File: src/hdl/delayed_spike_synapse_table_macros.svh
// Assertion macros shared by the synapse table RTL.
// Every macro expects clk and rst_n in scope.
`ifndef DELAYED_SPIKE_SYNAPSE_TABLE_MACROS_SVH
`define DELAYED_SPIKE_SYNAPSE_TABLE_MACROS_SVH

`ifndef SYNTHESIS

// Same-cycle implication
`define DSST_ASSERT_NOW(label, ante, cons) \
    label: assert property (@(posedge clk) disable iff (!rst_n) (ante) |-> (cons)) \
        else $error("synapse table check failed");

// Next-cycle implication
`define DSST_ASSERT_NEXT(label, ante, cons) \
    label: assert property (@(posedge clk) disable iff (!rst_n) (ante) |=> (cons)) \
        else $error("synapse table check failed");

`else

`define DSST_ASSERT_NOW(label, ante, cons)
`define DSST_ASSERT_NEXT(label, ante, cons)

`endif

`endif

File: src/hdl/dsst_pkg.sv
package dsst_pkg;

    // Table geometry
    localparam int SYNAPSES = 256;
    localparam int IDX_W    = 8;
    localparam int RING_W   = 5;
    localparam int RING_LEN = 1 << RING_W;

    // Field widths
    localparam int MODE_W   = 2;
    localparam int WEIGHT_W = 24;
    localparam int DECAY_W  = 16;
    localparam int DELAY_W  = 5;
    localparam int RESP_W   = 32;

    // Item modes
    localparam logic [MODE_W-1:0] MODE_LOAD  = 2'd0;
    localparam logic [MODE_W-1:0] MODE_SPIKE = 2'd1;
    localparam logic [MODE_W-1:0] MODE_TICK  = 2'd2;
    localparam logic [MODE_W-1:0] MODE_NONE  = 2'd3;

    typedef struct packed {
        logic [MODE_W-1:0]          mode;
        logic [IDX_W-1:0]           synapse_index;
        logic signed [WEIGHT_W-1:0] weight;
        logic [DECAY_W-1:0]         decay;
        logic [DELAY_W-1:0]         delay_ticks;
    } in_item_t;

    typedef struct packed {
        logic [IDX_W-1:0]         synapse_echo;
        logic signed [RESP_W-1:0] response;
        logic                     spike_delivered;
        logic                     collision_error;
    } out_item_t;

    // One synapse's full state, stored as one memory word
    typedef struct packed {
        logic [RING_LEN-1:0]        ring;
        logic [RING_W-1:0]          read_pos;
        logic [DELAY_W-1:0]         delay;
        logic signed [WEIGHT_W-1:0] weight;
        logic [DECAY_W-1:0]         decay;
        logic signed [RESP_W-1:0]   response;
    } entry_t;

    // Write-back request into the table
    typedef struct packed {
        logic             en;
        logic [IDX_W-1:0] addr;
        entry_t           entry;
    } wr_req_t;

endpackage

File: src/hdl/dsst_update.sv
module dsst_update (
    input  dsst_pkg::in_item_t  item,
    input  dsst_pkg::entry_t    cur,
    output dsst_pkg::entry_t    upd,
    output logic                upd_en,
    output dsst_pkg::out_item_t result
);
    import dsst_pkg::*;

    localparam int PROD_W = RESP_W + DECAY_W + 1;
    localparam int SCL_W  = PROD_W - DECAY_W;
    localparam int SUM_W  = SCL_W + 1;

    logic [RING_W-1:0]        slot;
    logic                     delivered;
    logic                     collision;
    logic signed [PROD_W-1:0] prod;
    logic signed [SCL_W-1:0]  scaled;
    logic signed [SUM_W-1:0]  addend;
    logic signed [SUM_W-1:0]  sum;
    logic signed [RESP_W-1:0] decayed;

    // Ring slot for a spike uses the stored delay; the add wraps at the ring length
    assign slot      = cur.read_pos + cur.delay[RING_W-1:0];
    assign delivered = cur.ring[cur.read_pos];
    assign collision = cur.ring[slot];

    // Decay: Q0.16 multiply, arithmetic floor, add weight if delivered, saturate
    assign prod    = $signed(cur.response) * $signed({1'b0, cur.decay});
    assign scaled  = prod[PROD_W-1:DECAY_W];
    assign addend  = delivered ? SUM_W'(cur.weight) : '0;
    assign sum     = SUM_W'(scaled) + addend;

    always_comb
    begin
        if (sum[SUM_W-1:RESP_W-1] == '0 || sum[SUM_W-1:RESP_W-1] == '1)
        begin
            decayed = sum[RESP_W-1:0];
        end
        else if (sum[SUM_W-1])
        begin
            decayed = {1'b1, {(RESP_W-1){1'b0}}};
        end
        else
        begin
            decayed = {1'b0, {(RESP_W-1){1'b1}}};
        end
    end

    // Mode decode
    always_comb
    begin
        upd    = cur;
        upd_en = 1'b1;
        result.synapse_echo    = item.synapse_index;
        result.spike_delivered = 1'b0;
        result.collision_error = 1'b0;
        unique case (item.mode)
            MODE_LOAD:
            begin
                upd.ring     = '0;
                upd.read_pos = '0;
                upd.delay    = item.delay_ticks;
                upd.weight   = item.weight;
                upd.decay    = item.decay;
                upd.response = '0;
            end
            MODE_SPIKE:
            begin
                upd.ring[slot]         = 1'b1;
                result.collision_error = collision;
            end
            MODE_TICK:
            begin
                upd.ring[cur.read_pos] = 1'b0;
                upd.read_pos           = cur.read_pos + 1'b1;
                upd.response           = decayed;
                result.spike_delivered = delivered;
            end
            default:
            begin
                upd_en = 1'b0;
            end
        endcase
        result.response = upd.response;
    end

endmodule

File: config.mk
export PLATFORM = sky130hd
export DESIGN_NAME = dsst_update
export DESIGN_NICKNAME = d
export VERILOG_FILES = /design/src/hdl/delayed_spike_synapse_table_macros.svh /design/src/hdl/dsst_pkg.sv /design/src/hdl/dsst_update.sv
export SDC_FILE = /design/constraint.sdc
export NUM_CORES = 2
export LEC_CHECK = 0
export ABC_AREA = 1
export BUFFER_PORTS_ARGS = -buffer_cell sky130_fd_sc_hd__buf_2
export CAP_MARGIN = 40
export CORE_MARGIN = 2
export CORE_UTILIZATION = 50
export DETAILED_ROUTE_END_ITERATION = 8
export PLACE_DENSITY = 0.71
export SLEW_MARGIN = 20
export SYNTH_ARGS = -nofsm -noshare
export SYNTH_HDL_FRONTEND = slang
export SYNTH_SLANG_ARGS = --single-unit
File: constraint.sdc
create_clock -name vclk -period 23.4
set_input_delay 2.34 -clock vclk [all_inputs]
set_output_delay 2.34 -clock vclk [all_outputs]
set_load 0.01 [all_outputs]
# Word level (Yosys, flattened, before mapping)
# Cells that the tools add are included.
# word_totals
register_bits	0
out_inout_bits	157
input_bits	169
wordCells	38
# classes
n_bitwise	3
n_reduce_logical	6
n_mul	1
n_eq_ne	3
add_sub_neg	3
mux	18
order_cmp	4
# ops
cell	n
32-bit one-hot mux with 3 select lines	1
32-bit 2-to-1 mux	2
32-bit one-hot mux with 2 select lines	1
32-bit by 17-bit multiplier with 49-bit output	1
45-bit 2-to-1 mux	1
33-bit by 34-bit adder with 34-bit output	1
34-bit 2-to-1 mux	1
32-bit bitwise AND	1
32-bit NOT	1
32-bit OR	1
5-bit by 6-bit less-than comparator with 1-bit output, second input constant	2
1-bit binary-select mux with 5-bit select	2
1-bit demux with 5-bit select	2
5-bit by 1-bit greater-or-equal comparator with 1-bit output, second input constant	2
5-bit one-hot mux with 2 select lines	1
1-bit 2-to-1 mux	7
5-bit by 1-bit adder with 5-bit output, second input constant	1
5-bit adder	1
3-bit == test, second input constant	1
3-bit zero test	1
3-bit OR reduction	1
2-bit by 1-bit == test with 1-bit output, second input constant	1
2-bit == test, second input constant	1
1-bit logical AND	2
2 further kinds	2

# Longest topological paths before layout
# depth
word_depth	8
ltp_mapped	48
ltp_nobuf	43

# Least setup slack after synthesis
# No wires, ideal clock.
# synth_timing
kind	in2out
startpoint	input port cur[31] (netlist bit)
endpoint	output port upd[23] (netlist bit)
path_stages	39
n_path_buf	5
required_time_ns	21.060
slack_ns	11.721
t_arrival_ns	9.339
path_cell_list	clkbuf_1 > clkbuf_1 > nand2_1 > inv_1 > fa_1 > inv_1 > fa_1 > inv_1 > fa_1 > inv_1 > fa_1 > inv_1 > fa_1 > inv_1 > fa_1 > inv_1 > ha_1 > nand2_1 > (+3 left out) > o21ai_0 > nand3_1 > xor2_1 > ha_1 > a21o_1 > nand3_1 > nand3_1 > a21oi_1 > nand3_1 > nand2_2 > nand2_4 > nand2_4 > buf_12 > buf_12 > nand3_2 > nand2_1 > nand2_1 > buf_4
# synth_lines
item	line	source
from (decl)	dsst_update.sv:3	input dsst_pkg::entry_t cur,
to (decl)	dsst_update.sv:4	output dsst_pkg::entry_t upd,

==> flow_metrics.tcl <==
set metrics [dict create \
    fmax_ghz 0.0729 \
    io-pin-count 326 \
    fill_cells 4822 \
    wl_per_cell_um 18.4 \
    yosysSeqAreaShare 0 \
    gr-usage-met3 0.0346 \
    synth_area_mm2 0.0244 \
    cts_setup_buffers 0 \
    yosys-top-cells-area "fa_1 (40%), inv_1 (15%), nand2_1 (15%)" \
    core_area_mm2 0.0479 \
    synthDominantCellAreaShare 0.402 \
    grt_usage 0.319 \
    die_area_mm2 0.0505 \
    drive_gt1_frac 0.105 \
    seq_area_um2 0 \
    cts_resized 0 \
    endpoint_kind "output pin" \
    relSlewSlack 0.418 \
    multi_input_area_mm2 0.0197 \
    worstHoldStart "item[45]" \
    criticalPathCategory "in2out" \
    hold_path.class "in2out" \
    num_rows 80 \
    setup-tns-final_ns 0 \
    grt_pass1_vias 22800 \
    finalMaxSlewViolations 0 \
    first_iter_violations 2083 \
    drt_wl_total_mm 79.0 \
    maxCapViolations 0 \
    cp_common_cell "nand2_1" \
    cp_top_family "adder cells" \
    synth_nets 4384 \
    min_period_over_period 0.586 \
    via_per_inst 5.26 \
    fp.dieH_um 225 \
    grtUsageMet2 0.510 \
    nets 4507 \
    finalSetupViolCount 0 \
    die_w_um 225 \
    drc 0 \
    period_minus_slack_ns 13.72 \
    grt_util_met1 0.444 \
    synth_common_cells "inv_1 (979), nand2_1 (979), fa_1 (489)" \
    critPathArrivalTime_ns 11.38 \
    max_slew.worst_pin.slew_ns 0.873 \
    hpwl_mm 65.1 \
    worst_hold_slack_ns 4.68 \
    yosysTopAreaCell "fa_1" \
    synth.avg_cell_area_um2 6.82 \
    cpMaxStageDelayCell "nand2_2" \
    crit_path_start_kind "input pin" \
    fin_util 0.541 \
    io_buffers 310 \
    grt_pass1_wl_mm 125 \
    place_congestion 1.03 \
    required_ns 21.06 \
    area_delta_synth_final_pct 6.45 \
    dr.pass1.iters 7 \
    cp_max_fo 33 \
    final-hold-violation-count 0 \
    grt_overflow 0 \
    path_buf_inv 9 \
    cpPeakStageDelay_ns 0.62 \
    holdPathEnd "result[34]" \
    final_antenna_net_count 0 \
    synthesis.instances 3570 \
    initial_core_util 0.508 \
    synth_cell_type_count 49 \
    outcome "completed" \
    antenna_found_initial 1 \
    grt_max_degree 62 \
    busiest_layer "met2" \
    rsz0062_at_grt "no" \
    whs_path_depth 0 \
    ys_warn_count 0 \
    ctsHoldBuffers 0 \
    seq_cells 0 \
    n_clock_buffer 0 \
    vias 22600 \
]
[per-stage QoR]
stage	cell area, um^2	instances	setup WS [ns]
finish	25900	4307	9.68
global route	25900	4307	9.21
global placement	25800	4299	9.86
floorplan	24400	3570	11.72
CTS	25800	4301	9.83
detailed placement	25800	4301	9.83
[layout make-up]
type / count / area share
diodes: 1 / 0.0000965
repair buffers: 324 / 0.0681
well taps: 615 / 0.0297
inverters: 984 / 0.142
multi-input cells: 2383 / 0.760
[how the worst max path moves through the flow]
stage | from | end | slack [ns] | cells after the start
after CTS | cur[40] | result[10] | 9.83 | 36
after floorplan | cur[31] | upd[23] | 11.72 | 39
after global placement | cur[40] | result[10] | 9.86 | 36
after global routing | cur[34] | result[10] | 9.21 | 37
final | cur[34] | result[10] | 9.68 | 37
after detailed placement | cur[40] | result[10] | 9.83 | 36
[layout by cell type (no fill, tap or decap), types with 10 or more instances in the layout]
| master | instances |
|---|---|
| inv_1 | 979 |
| nand2_1 | 979 |
| fa_1 | 489 |
| buf_2 | 310 |
| nor2_1 | 179 |
| ha_1 | 156 |
| o21ai_0 | 134 |
| a21oi_1 | 126 |
| nand3_1 | 81 |
| xnor2_1 | 28 |
| xor2_1 | 28 |
| mux2_2 | 20 |
| o211ai_1 | 16 |
| nand2_2 | 15 |
| nor3_1 | 12 |
| o22ai_1 | 11 |
| a21o_1 | 10 |
| nand3_2 | 10 |
[cells by family (layout without fill, tap and decap cells)]
kind of cell	count (synthesis)	after routing	synth area share
and+or+nand+nor	1316	1316	0.217
buffers and inverters	1187	1308	0.192
adders and majority gates	645	645	0.482
AOI/OAI and AO/OA	346	346	0.0801
xor gates and xnor gates	56	56	0.0201
muxes	20	20	0.00924
other	0	1	0
[layer usage]
| metal | routed length, um | up-vias |
|---|---|---|
| met5 | 0 | - |
| met4 | 4020 | 0 |
| met3 | 6960 | 152 |
| met2 | 35800 | 1014 |
| met1 | 32300 | 10900 |
| li1 | - | 10600 |
Power is not shown: default switching activity piles up to over one toggle a cycle in this logic, so the estimate is an artifact.
